**src/hw/rtl/b32enc_pkg.sv**
```systemverilog
`timescale 1ns / 1ps
`default_nettype none

package b32enc_pkg;

    localparam int QDEPTH = 2;
    localparam int QPTR_W = (QDEPTH > 1) ? $clog2(QDEPTH) : 1;
    localparam int QCNT_W = $clog2(QDEPTH + 1);

    localparam logic [6:0] PAD_CHAR   = 7'h3D;  // '='
    localparam logic [6:0] ALPHA_BASE = 7'h41;  // 'A'
    localparam logic [6:0] DIGIT_BASE = 7'h32;  // '2'
    localparam logic [4:0] DIGIT_FIRST = 5'd26;

    typedef logic [4:0] sym_t;

    // One accepted byte's worth of output work: up to three symbols in
    // emission order, followed by a run of pad characters.
    typedef struct packed {
        sym_t [2:0] sym;
        logic [1:0] nsym;
        logic [2:0] npad;
        logic       fin;
    } job_t;

    function automatic logic [6:0] sym_to_ascii(input sym_t s);
        logic [6:0] r;
        if (s < DIGIT_FIRST)
            r = ALPHA_BASE + {2'b00, s};
        else
            r = DIGIT_BASE + {2'b00, s - DIGIT_FIRST};
        return r;
    endfunction

endpackage

`default_nettype wire

```
**src/hw/rtl/b32enc_front.sv**
```systemverilog
`timescale 1ns / 1ps
`default_nettype none

module b32enc_front (
    input  wire logic               clk,
    input  wire logic               rst_n,
    input  wire logic               pad_en,
    input  wire logic               in_valid,
    output logic                    in_ready,
    input  wire logic [7:0]         data_byte,
    input  wire logic               final_byte,
    input  wire logic               q_full,
    output logic                    q_push,
    output b32enc_pkg::job_t        q_data
);
    import b32enc_pkg::*;

    logic [3:0] acc_reg, acc_next;
    logic [2:0] bc_reg, bc_next;
    logic [2:0] cc_reg, cc_next;

    logic [2:0]  bits_in;
    logic [11:0] acc12;
    logic [3:0]  total;
    logic        two;
    sym_t        sym0, sym1, flush;
    logic [2:0]  rem;
    logic [3:0]  rem_mask, rem_val;
    logic        has_flush;
    logic [1:0]  nchar;
    logic [2:0]  cc_after, pad_raw;
    logic [3:0]  pad_cap;
    logic [2:0]  npad;

    assign in_ready = !q_full;
    assign q_push   = in_valid && in_ready;

    always_comb
    begin
        bits_in   = (bc_reg > 3'd4) ? 3'd4 : bc_reg;
        acc12     = {acc_reg, data_byte};
        total     = {1'b0, bits_in} + 4'd8;
        two       = (total >= 4'd10);
        sym0      = 5'(acc12 >> (total - 4'd5));
        sym1      = 5'(acc12 >> (total - 4'd10));
        rem       = 3'(total - (two ? 4'd10 : 4'd5));
        rem_mask  = 4'((5'd1 << rem) - 5'd1);
        rem_val   = acc12[3:0] & rem_mask;
        // Leftover bits go out left-justified with zero fill.
        flush     = 5'({1'b0, rem_val} << (3'd5 - rem));
        has_flush = final_byte && (rem != 3'd0);
        nchar     = (two ? 2'd2 : 2'd1) + {1'b0, has_flush};
        cc_after  = cc_reg + {1'b0, nchar};
        pad_raw   = (pad_en && final_byte) ? 3'(3'd0 - cc_after) : 3'd0;
        pad_cap   = 4'd8 - {2'b00, nchar};
        npad      = ({1'b0, pad_raw} > pad_cap) ? 3'(pad_cap) : pad_raw;

        q_data.sym[0] = sym0;
        q_data.sym[1] = two ? sym1 : flush;
        q_data.sym[2] = flush;
        q_data.nsym   = nchar;
        q_data.npad   = npad;
        q_data.fin    = final_byte;

        if (final_byte)
        begin
            acc_next = 4'd0;
            bc_next  = 3'd0;
            cc_next  = 3'd0;
        end
        else
        begin
            acc_next = rem_val;
            bc_next  = rem;
            cc_next  = cc_after;
        end
    end

    always_ff @(posedge clk or negedge rst_n)
    begin
        if (!rst_n)
        begin
            acc_reg <= 4'd0;
            bc_reg  <= 3'd0;
            cc_reg  <= 3'd0;
        end
        else if (q_push)
        begin
            acc_reg <= acc_next;
            bc_reg  <= bc_next;
            cc_reg  <= cc_next;
        end
    end

endmodule

`default_nettype wire

```
**src/hw/rtl/b32enc_queue.sv**
```systemverilog
`timescale 1ns / 1ps
`default_nettype none

module b32enc_queue (
    input  wire logic               clk,
    input  wire logic               rst_n,
    input  wire logic               push,
    input  wire b32enc_pkg::job_t   push_data,
    output logic                    full,
    input  wire logic               pop,
    output b32enc_pkg::job_t        head,
    output logic                    empty
);
    import b32enc_pkg::*;

    job_t mem [QDEPTH];
    logic [QPTR_W-1:0] wr_ptr_reg, rd_ptr_reg;
    logic [QCNT_W-1:0] cnt_reg;

    assign full  = (cnt_reg == QCNT_W'(QDEPTH));
    assign empty = (cnt_reg == '0);
    assign head  = mem[rd_ptr_reg];

    always_ff @(posedge clk)
    begin
        if (push)
            mem[wr_ptr_reg] <= push_data;
    end

    always_ff @(posedge clk or negedge rst_n)
    begin
        if (!rst_n)
        begin
            wr_ptr_reg <= '0;
            rd_ptr_reg <= '0;
            cnt_reg    <= '0;
        end
        else
        begin
            if (push)
                wr_ptr_reg <= (wr_ptr_reg == QPTR_W'(QDEPTH - 1)) ? '0 : wr_ptr_reg + 1'b1;
            if (pop)
                rd_ptr_reg <= (rd_ptr_reg == QPTR_W'(QDEPTH - 1)) ? '0 : rd_ptr_reg + 1'b1;
            if (push && !pop)
                cnt_reg <= cnt_reg + 1'b1;
            else if (pop && !push)
                cnt_reg <= cnt_reg - 1'b1;
        end
    end

`ifndef SYNTH
    a_no_overflow: assert property (@(posedge clk) disable iff (!rst_n)
        full |-> !push || pop)
        else $error("job queue written while full");
    a_no_underflow: assert property (@(posedge clk) disable iff (!rst_n)
        pop |-> !empty)
        else $error("job queue read while empty");
    a_count_step: assert property (@(posedge clk) disable iff (!rst_n)
        push && !pop |=> cnt_reg == $past(cnt_reg) + 1'b1)
        else $error("job queue count did not advance on write");
`endif

endmodule

`default_nettype wire

```
**src/hw/rtl/b32enc_back.sv**
```systemverilog
`timescale 1ns / 1ps
`default_nettype none

module b32enc_back (
    input  wire logic               clk,
    input  wire logic               rst_n,
    input  wire b32enc_pkg::job_t   head,
    input  wire logic               q_empty,
    output logic                    q_pop,
    output logic                    out_valid,
    input  wire logic               out_ready,
    output logic [6:0]              out_char,
    output logic                    last_char
);
    import b32enc_pkg::*;

    logic [2:0] step_reg;
    logic       out_valid_reg;
    logic [6:0] out_char_reg;
    logic       last_char_reg;

    logic [3:0] total;
    logic       last_step;
    logic       load;
    sym_t       sel;
    logic [6:0] ch;

    always_comb
    begin
        total     = {2'b00, head.nsym} + {1'b0, head.npad};
        last_step = ({1'b0, step_reg} == (total - 4'd1));
        load      = !q_empty && (!out_valid_reg || out_ready);
        q_pop     = load && last_step;
        unique case (step_reg[1:0])
            2'd0:    sel = head.sym[0];
            2'd1:    sel = head.sym[1];
            default: sel = head.sym[2];
        endcase
        ch = ({1'b0, step_reg} < {2'b00, head.nsym}) ? sym_to_ascii(sel) : PAD_CHAR;
    end

    always_ff @(posedge clk or negedge rst_n)
    begin
        if (!rst_n)
        begin
            step_reg      <= 3'd0;
            out_valid_reg <= 1'b0;
        end
        else
        begin
            if (load)
            begin
                out_valid_reg <= 1'b1;
                step_reg      <= last_step ? 3'd0 : step_reg + 3'd1;
            end
            else if (out_ready)
            begin
                out_valid_reg <= 1'b0;
            end
        end
    end

    always_ff @(posedge clk)
    begin
        if (load)
        begin
            out_char_reg  <= ch;
            last_char_reg <= head.fin && last_step;
        end
    end

    assign out_valid = out_valid_reg;
    assign out_char  = out_char_reg;
    assign last_char = last_char_reg;

`ifndef SYNTH
    a_step_in_job: assert property (@(posedge clk) disable iff (!rst_n)
        !q_empty |-> {1'b0, step_reg} < total)
        else $error("character step ran past the end of its job");
    a_step_rewind: assert property (@(posedge clk) disable iff (!rst_n)
        q_pop |=> step_reg == 3'd0)
        else $error("step counter not rewound after a job completed");
    a_idle_step: assert property (@(posedge clk) disable iff (!rst_n)
        q_empty |-> step_reg == 3'd0)
        else $error("step counter left mid-job with no job queued");
`endif

endmodule

`default_nettype wire

```
**src/hw/rtl/base32_encoder_padded.sv**
```systemverilog
// Streaming base32 encoder (A-Z, 2-7 alphabet) with optional '=' padding.
// Input channel: in_valid/in_ready carry one message byte per item in
// data_byte, with final_byte set on the last byte of a message.
// Output channel: out_valid/out_ready carry one ASCII character per item in
// out_char; last_char is set on the final character of a message.
// cfg_wr_en writes cfg_wr_data into the pad enable bit; write
// it only between messages. After reset padding is on.
// Each byte yields one or two characters, plus on the final byte a flush
// character if bits are left over and up to six pad characters. The output
// side moves one character per cycle while out_ready is high, through a
// single character register. A byte's characters pass through the job
// queue and then that output register.
// The byte classifier feeds a two-entry job queue, so in_ready stays high
// while the queue has room even when the receiver stalls; a stalled
// character holds in the output register until taken.
// Reset clears the encoder state, the queue and the output valid flag.
`timescale 1ns / 1ps
`default_nettype none

module base32_encoder_padded (
    input  wire logic        clk,
    input  wire logic        rst_n,
    input  wire logic        cfg_wr_en,
    input  wire logic        cfg_wr_data,
    input  wire logic        in_valid,
    output logic             in_ready,
    input  wire logic [7:0]  data_byte,
    input  wire logic        final_byte,
    output logic             out_valid,
    input  wire logic        out_ready,
    output logic [6:0]       out_char,
    output logic             last_char
);
    import b32enc_pkg::*;

    logic pad_en_reg;
    logic q_full, q_empty, q_push, q_pop;
    job_t q_in, q_head;

    always_ff @(posedge clk or negedge rst_n)
    begin
        if (!rst_n)
            pad_en_reg <= 1'b1;
        else if (cfg_wr_en)
            pad_en_reg <= cfg_wr_data;
    end

    b32enc_front u_front (
        .clk        (clk),
        .rst_n      (rst_n),
        .pad_en     (pad_en_reg),
        .in_valid   (in_valid),
        .in_ready   (in_ready),
        .data_byte  (data_byte),
        .final_byte (final_byte),
        .q_full     (q_full),
        .q_push     (q_push),
        .q_data     (q_in)
    );

    b32enc_queue u_queue (
        .clk        (clk),
        .rst_n      (rst_n),
        .push       (q_push),
        .push_data  (q_in),
        .full       (q_full),
        .pop        (q_pop),
        .head       (q_head),
        .empty      (q_empty)
    );

    b32enc_back u_back (
        .clk        (clk),
        .rst_n      (rst_n),
        .head       (q_head),
        .q_empty    (q_empty),
        .q_pop      (q_pop),
        .out_valid  (out_valid),
        .out_ready  (out_ready),
        .out_char   (out_char),
        .last_char  (last_char)
    );

endmodule

`default_nettype wire

```
**config.mk**
```make
export PLATFORM = sky130hd
export DESIGN_NAME = base32_encoder_padded
export DESIGN_NICKNAME = d
export VERILOG_FILES = /design/src/hw/rtl/b32enc_pkg.sv /design/src/hw/rtl/b32enc_front.sv /design/src/hw/rtl/b32enc_queue.sv /design/src/hw/rtl/b32enc_back.sv /design/src/hw/rtl/base32_encoder_padded.sv
export SDC_FILE = /design/constraint.sdc
export NUM_CORES = 1
export LEC_CHECK = 0
export BUFFER_PORTS_ARGS = -buffer_cell sky130_fd_sc_hd__buf_2
export CORE_MARGIN = 5
export CORE_UTILIZATION = 60
export CTS_BUF_LIST = sky130_fd_sc_hd__clkbuf_4 sky130_fd_sc_hd__clkbuf_8
export CTS_CLUSTER_SIZE = 12
export DETAILED_ROUTE_END_ITERATION = 8
export HOLD_SLACK_MARGIN = 0.06
export PLACE_DENSITY_LB_ADDON = 0.25
export SYNTH_ARGS = -nofsm -noshare
export SYNTH_HDL_FRONTEND = slang
export SYNTH_HIERARCHICAL = 1
export SYNTH_SLANG_ARGS = --single-unit
export TNS_END_PERCENT = 5
```
**constraint.sdc**
```tcl
create_clock -name clk -period 6.4 [get_ports clk]
set_input_delay 1.28 -clock clk [delete_from_list [all_inputs] [get_ports clk]]
set_output_delay 1.28 -clock clk [all_outputs]
set_load 0.1 [all_outputs]
```
==> flow_summary.ini, run 1 <==
[floorplanning]
num_io_pins = 25
core-area_sq_um = 7180
initial_core_util_pct = 61.1
dieArea_sq_um = 9110
row_count = 31
die_w_microns = 95.5
fp.dieH_microns = 95.5

[logic_synthesis]
yosysUniqueCellTypes = 66
ys_ff_latch = 69
yosysMostFrequentCell = edfxtp_1
synth_common_cells = edfxtp_1, nand2_1, inv_1, nor2_1
synth_top_flop_cell = edfxtp_1
yosys-top-cells-area = edfxtp_1, dfrtp_1, ha_1
yosysTopAreaCell = edfxtp_1
netlist_area_sq_um = 4380
async_flop_share_pct = 27.5
synth_warnings = 6
netlist_instances = 398
synth-edff-count = 50
yosysSeqAreaShare_pct = 45.1
syn_nets = 438
syn_area_per_cell_sq_um = 11.0
synth_top_area_share_pct = 34.3

[grt]
grt_max_degree = 23
track_usage_pct = 20.4
grt_pass1_vias = 2938
antenna_found_initial = 0
grt_first_pass_wirelength_mm = 14.2
grt.overflow.total = 0

[critical_path]
crit_chain = or2_1 > inv_2 > ha_1 > fa_1 > nand2_1 > o21ai_1 > inv_1 > ha_1 > inv_1 > ha_1 > fa_1 > inv_1 > ha_1 > nand3_1 > inv_1 > ha_1 > mux2_1 > and3_1 > mux2i_1
worstPathArrival_ps = 5340
slowest_stage = fa_1
crit_path_frequent_cell = ha_1
required_ps = 6480
slowest_delay_ps = 700
path_buf_inv = 5
crit_family = adder cells
worstPathMaxFanout = 17
startpoint_type = flip-flop
crit_type = flip-flop to flip-flop
crit_path_end_kind = flip-flop

[clock_network]
ctsHoldBuffers = 0
cts_buffers = 9
cts_max_path_buffers = 2
clk_pin_slew_ps = 70
cts_resized = 0
cts_max_level = 3
clock_sinks = 69
cts-root-buf = clkbuf_8
cts_setup_buffers = 0
worstSkewPairLatency_ps = 340
cts_tree = built

[timing]
fin_setup_tns_ps = 0
finalSetupViolCount = 0
drv_slew = 0
fin_crit_sh_pct = 82.2
fin_ws_ps = 1140
fmax_mhz = 190
min_period_ps = 5260
hold_violations = 0
clock-skew-final_ps = 11.9
max_slew_margin_pct = 33.1
rsz0062_at_grt = no
worst_pin_slew_ps = 1000

[detailed_routing]
drtIter0Drc = 174
first_pass_iters = 5
drc = 0
ant_nets = 0
drt_wl_total_mm = 8.54
wl_per_cell_microns = 16.5
routed_via_density = 5.94
num_vias = 3085

[placed_design]
place_inst = 503
port-buffer-count = 24
hpwl_mm = 6.15
dp_slack_ps = 1150
place_congestion = 0.889

[cells_and_area]
post-route-util_pct = 65.7
diodes = 0
syn_to_final_growth_pct = 7.56
largest_register_ffs = 42
fillCellCount = 536
layout.cells.non_filler = 519
drive_gt1_share_pct = 20.7
num-nets-final = 455

[job]
drv_cap = 0

[worst_hold_path]
hold_class = flip-flop to flip-flop

[outcome]
status = finished, final reports clean
==> layout by cell type (no fill, tap or decap), types with 3 or more instances in the layout <==
cell      synthesis  routed
and2_1            4       4
buf_2             5      24
nor2b_1           6       6
nand4_1           4       4
a22oi_1           4       4
o211ai_1          7       7
xor2_1            8       8
o21ai_1           9       9
ha_1             22      22
mux4_2            5       5
inv_1            25      25
mux2_2           22      22
xnor2_1           9       9
nand2b_1          6       6
nor3_1            4       4
nand3_1           8       8
a32oi_1           3       3
dfrtp_1          18      18
nor2_1           25      25
fa_1              3       3
clkinv_2          0       3
clkbuf_8          0       9
a21oi_1           9       9
o22ai_1           3       3
mux2i_1          10      10
and3_1            3       3
edfxtp_1         50      50
nand3b_1          4       4
mux2_1            3       3
a21o_1            3       3
o21ai_0           3       3
inv_2             3       3
a22o_1            4       4
nand2_1          47      47
o31ai_1           5       5
==> worst register-to-register path: cells and delay by family, from the launching register on <==
family,cells,cell delay (ps)
AO/OA/AOI/OAI,1,180
adder cells (fa/ha/maj),7,2490
buffers and inverters,5,390
flip-flops,1,690
multiplexers,2,460
AND/OR/NAND/NOR,4,800
==> layer usage <==
layer | GRT usage (%) | part of all wire, % | vias up
li1 | - | - | 1489
met2 | 31.3 | 47 | 104
met5 | 0 | 0 | -
met4 | 9.72 | 2.5 | 0
met3 | 3.39 | 5.4 | 21
met1 | 28.4 | 45 | 1471
==> layout make-up <==
class | count | area, sq um | area share (%)
Multi-Input combinational cell | 279 | 2170 | 46.0
Sequential cell | 69 | 1980 | 42.0
Tap cell | 99 | 124 | 2.63
Clock buffer | 11 | 139 | 2.95
Clock inverter | 5 | 52.6 | 1.11
Timing Repair Buffer | 26 | 135 | 2.87
Inverter | 30 | 115 | 2.44
==> worst paths after layout <==
check	from	endpoint	slack [ps]	cells after the start
setup / recovery	u_front/bc_reg[2]$_DFFE_PN0P_	u_queue/mem[1][2]$_DFFE_PP_	1140	19
hold / removal	u_queue/wr_ptr_reg$_DFFE_PN0P_	u_queue/wr_ptr_reg$_DFFE_PN0P_	480	1
setup reg to reg	u_front/bc_reg[2]$_DFFE_PN0P_	u_queue/mem[1][2]$_DFFE_PP_	1140	19
hold reg to reg	u_queue/wr_ptr_reg$_DFFE_PN0P_	u_queue/wr_ptr_reg$_DFFE_PN0P_	480	1
max in group asynchronous	rst_n	pad_en_reg$_DFFE_PN1P_	5190	1
min in group asynchronous	rst_n	u_back/step_reg[2]$_DFFE_PN0P_	870	1
==> per-stage QoR <==
stage          hold WS [ps]  cell area, sq um
3_3_place_gp            471              4520
4_1_cts                 491              4710
3_5_place_dp            477              4520
6_report                484              4710
2_1_floorplan           455              4380
5_1_grt                 506              4710
==> cells by family after synthesis <==
| logic type | share of synthesized area [%] |
|---|---|
| XOR/XNOR | 3.77 |
| flip-flops | 45.1 |
| AND/OR/NAND/NOR | 12.9 |
| buffers and inverters | 5.34 |
| adder cells (fa/ha/maj) | 7.65 |
| multiplexers | 12.2 |
| AO/OA/AOI/OAI | 13.0 |
Power of run 1 is not shown: default switching activity piles up to over one toggle a cycle in this logic, so the estimate is an artifact.
==> inputs of run 2 (changes only) <==
==> constraint.sdc (replaced) <==
create_clock -name clk -period 5.3 [get_ports clk]
set_input_delay 1.06 -clock clk [delete_from_list [all_inputs] [get_ports clk]]
set_output_delay 1.06 -clock clk [all_outputs]
set_load 0.1 [all_outputs]
==> run 2 against run 1 <==
Fmax rose by 5.7%. Via count rose by 0.65%. Critical endpoint unchanged. Final area rose by 0.66%. Critical path type unchanged.
==> flow_summary.ini, run 2 (same netlist as run 1, synthesis figures left out) <==
[cells_and_area]
fillCellCount = 540
syn_to_final_growth_pct = 8.28
seq_area_sq_um = 1980
layout_commonest_cell = edfxtp_1
diodes = 0
num-nets-final = 458
final_cell_mix = edfxtp_1, nand2_1, inv_1, nor2_1, buf_2
drive_gt1_share_pct = 21.3
largest_register_ffs = 42
multi_input_area_sq_um = 2170

[grt]
grt_pass1_vias = 3118
grt_max_degree = 22
track_usage_pct = 21.1
grt.overflow.total = 0
grt_first_pass_wirelength_mm = 14.9
antenna_found_initial = 0

[timing]
worst_pin_slew_ps = 1010
min_period_ps = 4970
finalSetupViolCount = 0
fin_crit_sh_pct = 93.8
fin_setup_tns_ps = 0
hold_violations = 0
drv_slew = 0
rsz0062_at_grt = no
max_slew_margin_pct = 32.4
clock-skew-final_ps = 8.89
fmax_mhz = 201

[placed_design]
port-buffer-count = 24
place_congestion = 0.922
hpwl_mm = 6.28

[clock_network]
cts_setup_buffers = 0
cts_tree = built
cts_max_path_buffers = 2
ctsHoldBuffers = 0
clk_pin_slew_ps = 80
worstSkewPairLatency_ps = 330
cts-root-buf = clkbuf_8
clock_sinks = 69
cts_max_level = 3
cts_buffers = 9
cts_resized = 0

[detailed_routing]
first_pass_iters = 5
drtIter0Drc = 263
wl_per_cell_microns = 16.8
num_vias = 3105
drt_wl_total_mm = 8.79
ant_nets = 0
routed_via_density = 5.95
drc = 0

[floorplanning]
core-area_sq_um = 7180
initial_core_util_pct = 61.1
row_count = 31
fp.dieH_microns = 95.5
die_w_microns = 95.5
dieArea_sq_um = 9110
num_io_pins = 25

[critical_path]
worstPathMaxFanout = 14
required_ps = 5370
slowest_delay_ps = 610
reg2reg_slack_ps = 330
crit_chain = nor2b_2 > inv_4 > ha_1 > fa_1 > xnor2_2 > o21ai_1 > inv_1 > ha_1 > inv_1 > ha_1 > fa_1 > inv_1 > ha_1 > nand3_1 > inv_1 > ha_1 > mux2_1 > and3_1 > mux2i_1
reg2reg_from = u_front/bc_reg[0]$_DFFE_PN0P_
crit_path_frequent_cell = ha_1
crit_path_end_kind = flip-flop
crit_type = flip-flop to flip-flop
path_buf_inv = 5
crit_family = adder cells
startpoint_type = flip-flop
worstPathArrival_ps = 5040
slowest_stage = dfrtp_1
critPathLaunch = u_front/bc_reg[0]$_DFFE_PN0P_

[outcome]
status = finished, final reports clean

[job]
drv_cap = 0

[worst_hold_path]
hold_class = flip-flop to flip-flop
hp-start = u_queue/cnt_reg[1]$_DFFE_PN0P_
run 2: cell types whose count changed in the layout (fill, tap and decap cells not counted):
cell | previous run | this run
clkbuf_8 | 9 | 10
buf_4 | 2 | 5
clkinv_2 | 3 | 2
run 2: area by class of cell:
cell class / count / share of cell area (%)
Tap cell: 99 / 2.61
Inverter: 30 / 2.43
Timing Repair Buffer: 29 / 3.32
Multi-Input combinational cell: 279 / 45.7
Sequential cell: 69 / 41.7
Clock inverter: 4 / 1.00
Clock buffer: 12 / 3.22
run 2: worst paths after layout:
| kind | endpoint | cells past startpoint |
|---|---|---|
| worst max-delay path | u_queue/mem[1][2]$_DFFE_PP_ | 19 |
| worst min register to register | u_queue/cnt_reg[1]$_DFFE_PN0P_ | 1 |
| min in group asynchronous | u_back/step_reg[2]$_DFFE_PN0P_ | 1 |
| worst min-delay path | u_queue/cnt_reg[1]$_DFFE_PN0P_ | 1 |
| max in group asynchronous | pad_en_reg$_DFFE_PN1P_ | 1 |
| worst max register to register | u_queue/mem[1][2]$_DFFE_PP_ | 19 |
run 2: metrics by stage:
stage	utilization (%)	hold WS, ps	instances	cell area, sq um	worst slack (ps)
2_1_floorplan	-	455	398	4380	569
3_3_place_gp	63.3	471	506	4550	493
3_5_place_dp	63.3	479	506	4550	395
4_1_cts	66.1	492	522	4750	365
5_1_grt	66.1	522	522	4750	17.1
6_report	66.1	490	522	4750	327
run 2: worst register-to-register path: cells and delay by family, from the launching register on:
| kind | cells | cell delay [ps] |
|---|---|---|
| adders and majority gates | 7 | 2280 |
| DFF | 1 | 610 |
| and+or+nand+nor | 3 | 590 |
| muxes | 2 | 460 |
| buffers and inverters | 5 | 370 |
| xor gates and xnor gates | 1 | 210 |
| AOI/OAI and AO/OA | 1 | 190 |
run 2: routing by layer:
| layer | wire [microns] | vias to the layer above | part of all wire [%] | GRT usage, % |
|---|---|---|---|---|
| li1 | - | 1490 | - | - |
| met1 | 4030 | 1491 | 46 | 29.4 |
| met2 | 4170 | 112 | 47 | 33.8 |
| met3 | 488 | 12 | 5.6 | 3.63 |
| met4 | 97 | 0 | 1.1 | 6.87 |
| met5 | 0 | - | 0 | 0 |
Power of run 2 is left out for the same reason.
==> inputs of run 3 (changes only) <==
--- a/config.mk
+++ b/config.mk
@@ -7,7 +7,7 @@
 export LEC_CHECK = 0
 export BUFFER_PORTS_ARGS = -buffer_cell sky130_fd_sc_hd__buf_2
 export CORE_MARGIN = 5
-export CORE_UTILIZATION = 60
+export CORE_UTILIZATION = 64
 export CTS_BUF_LIST = sky130_fd_sc_hd__clkbuf_4 sky130_fd_sc_hd__clkbuf_8
 export CTS_CLUSTER_SIZE = 12
 export DETAILED_ROUTE_END_ITERATION = 8
==> run 3 against run 2 <==
Hold slack better by 3.7 ps. Worst setup slack better by 23 ps. Sequential share of layout area down 0.088 points. Core utilization up 4.6 points.
==> flow_summary.ini, run 3 (same netlist as run 1, synthesis figures left out) <==
[outcome]
status = finished, final reports clean

[timing]
fin_crit_sh_pct = 93.4
finalSetupViolCount = 0
rsz0062_at_grt = no
drv_slew = 0
worst_pin_slew_ps = 956
min_period_ps = 4950
hold_violations = 0
fmax_mhz = 202
fin_setup_tns_ps = 0
clock-skew-final_ps = 9.01
max_slew_margin_pct = 36.3

[floorplanning]
core-area_sq_um = 6720
num_io_pins = 25
row_count = 30
initial_core_util_pct = 65.2
die_w_microns = 92.8
dieArea_sq_um = 8600
fp.dieH_microns = 92.8

[detailed_routing]
met2_length_mm = 4.09
drc = 0
num_vias = 3086
highest_layer = met4
wl_per_cell_microns = 17.3
first_pass_iters = 5
routed_via_density = 6.14
drtIter0Drc = 220
ant_nets = 0
met1_length_mm = 3.86
met3_length_microns = 562
drt_wl_total_mm = 8.68

[critical_path]
crit_path_frequent_cell = ha_1
reg2reg_from = u_front/bc_reg[0]$_DFFE_PN0P_
slowest_stage = dfrtp_1
worstPathArrival_ps = 5050
reg2reg_depth = 19
startpoint_type = flip-flop
required_ps = 5400
crit_path_end_kind = flip-flop
crit_type = flip-flop to flip-flop
slowest_delay_ps = 600
worstPathMaxFanout = 14
crit_chain = nor2b_2 > inv_4 > ha_1 > fa_1 > xnor2_2 > o21ai_1 > inv_1 > ha_1 > inv_1 > ha_1 > fa_1 > inv_1 > ha_1 > nand3_1 > inv_1 > ha_1 > mux2_1 > and3_1 > mux2i_1
reg2reg_slack_ps = 350
reg2reg_to = u_queue/mem[0][1]$_DFFE_PP_

[cells_and_area]
layout_commonest_cell = edfxtp_1
finish.instance_area_sq_um = 4760
final_cell_mix = edfxtp_1, nand2_1, inv_1, nor2_1, buf_2
syn_to_final_growth_pct = 8.51
layout.cells.non_filler = 503
drive_gt1_share_pct = 21.3
diodes = 0
num-nets-final = 458
largest_register_ffs = 42

[worst_hold_path]
worstHoldPathCells = 1
hold_class = flip-flop to flip-flop
hp-start = u_queue/wr_ptr_reg$_DFFE_PN0P_
hold_end = u_queue/wr_ptr_reg$_DFFE_PN0P_

[clock_network]
cts_max_level = 3
worstSkewPairLatency_ps = 360
clock_sinks = 69
cts_max_path_buffers = 2
ctsHoldBuffers = 0
cts_setup_buffers = 0
cts_resized = 0
cts-root-buf = clkbuf_8
cts_buffers = 9
cts_tree = built
clk_pin_slew_ps = 70

[grt]
grt.overflow.total = 0
track_usage_pct = 22.3
grt_pass1_vias = 3043
antenna_found_initial = 0
grt_max_degree = 22
grt_first_pass_wirelength_mm = 14.9

[job]
drv_cap = 0

[placed_design]
place_congestion = 0.910
hpwl_mm = 6.17
place_inst = 487
port-buffer-count = 24
placed_area_sq_um = 4520
==> run 3: worst max-delay path by stage <==
| stage | cells past startpoint | to | start | slack [ps] |
|---|---|---|---|---|
| 6_report | 19 | u_queue/mem[0][1]$_DFFE_PP_ | u_front/bc_reg[0]$_DFFE_PN0P_ | 350 |
| 3_5_place_dp | 19 | u_queue/mem[0][1]$_DFFE_PP_ | u_front/bc_reg[0]$_DFFE_PN0P_ | 410 |
| 3_3_place_gp | 19 | u_queue/mem[0][2]$_DFFE_PP_ | u_front/bc_reg[0]$_DFFE_PN0P_ | 500 |
| 2_1_floorplan | 22 | u_queue/mem[0][1]$_DFFE_PP_ | u_front/bc_reg[2]$_DFFE_PN0P_ | 570 |
| 4_1_cts | 19 | u_queue/mem[0][1]$_DFFE_PP_ | u_front/bc_reg[0]$_DFFE_PN0P_ | 370 |
| 5_1_grt | 19 | u_queue/mem[0][1]$_DFFE_PP_ | u_front/bc_reg[0]$_DFFE_PN0P_ | 80 |
==> run 3: worst max-delay path, delay by kind of cell (launching register included) <==
family / cells / cell delay (ps)
AO/OA/AOI/OAI: 1 / 200
flip-flops: 1 / 600
buffers and inverters: 5 / 370
adder cells (fa/ha/maj): 7 / 2260
AND/OR/NAND/NOR: 3 / 590
multiplexers: 2 / 450
XOR/XNOR: 1 / 220
==> run 3: through the flow <==
stage / worst slack [ps] / hold WS (ps) / util [%]
global route: 78.1 / 514 / 70.8
CTS: 373 / 493 / 70.8
finish: 350 / 494 / 70.8
global placement: 497 / 468 / 67.3
detailed placement: 406 / 483 / 67.3
floorplan: 569 / 455 / -
==> run 3: cell type report <==
class	count	area, sq um
Inverter	30	115
Clock inverter	3	67.6
Timing Repair Buffer	29	158
Sequential cell	69	1980
Fill cell	475	1960
Multi-Input combinational cell	279	2170
Tap cell	80	100
Clock buffer	13	166
==> run 3: routing by layer <==
| metal | global-route usage [%] | vias up |
|---|---|---|
| met2 | 34.9 | 109 |
| met1 | 29.8 | 1458 |
| met3 | 6.42 | 24 |
| met4 | 8.06 | 0 |
| li1 | - | 1495 |
| met5 | 0 | - |
Power of run 3 is left out for the same reason.
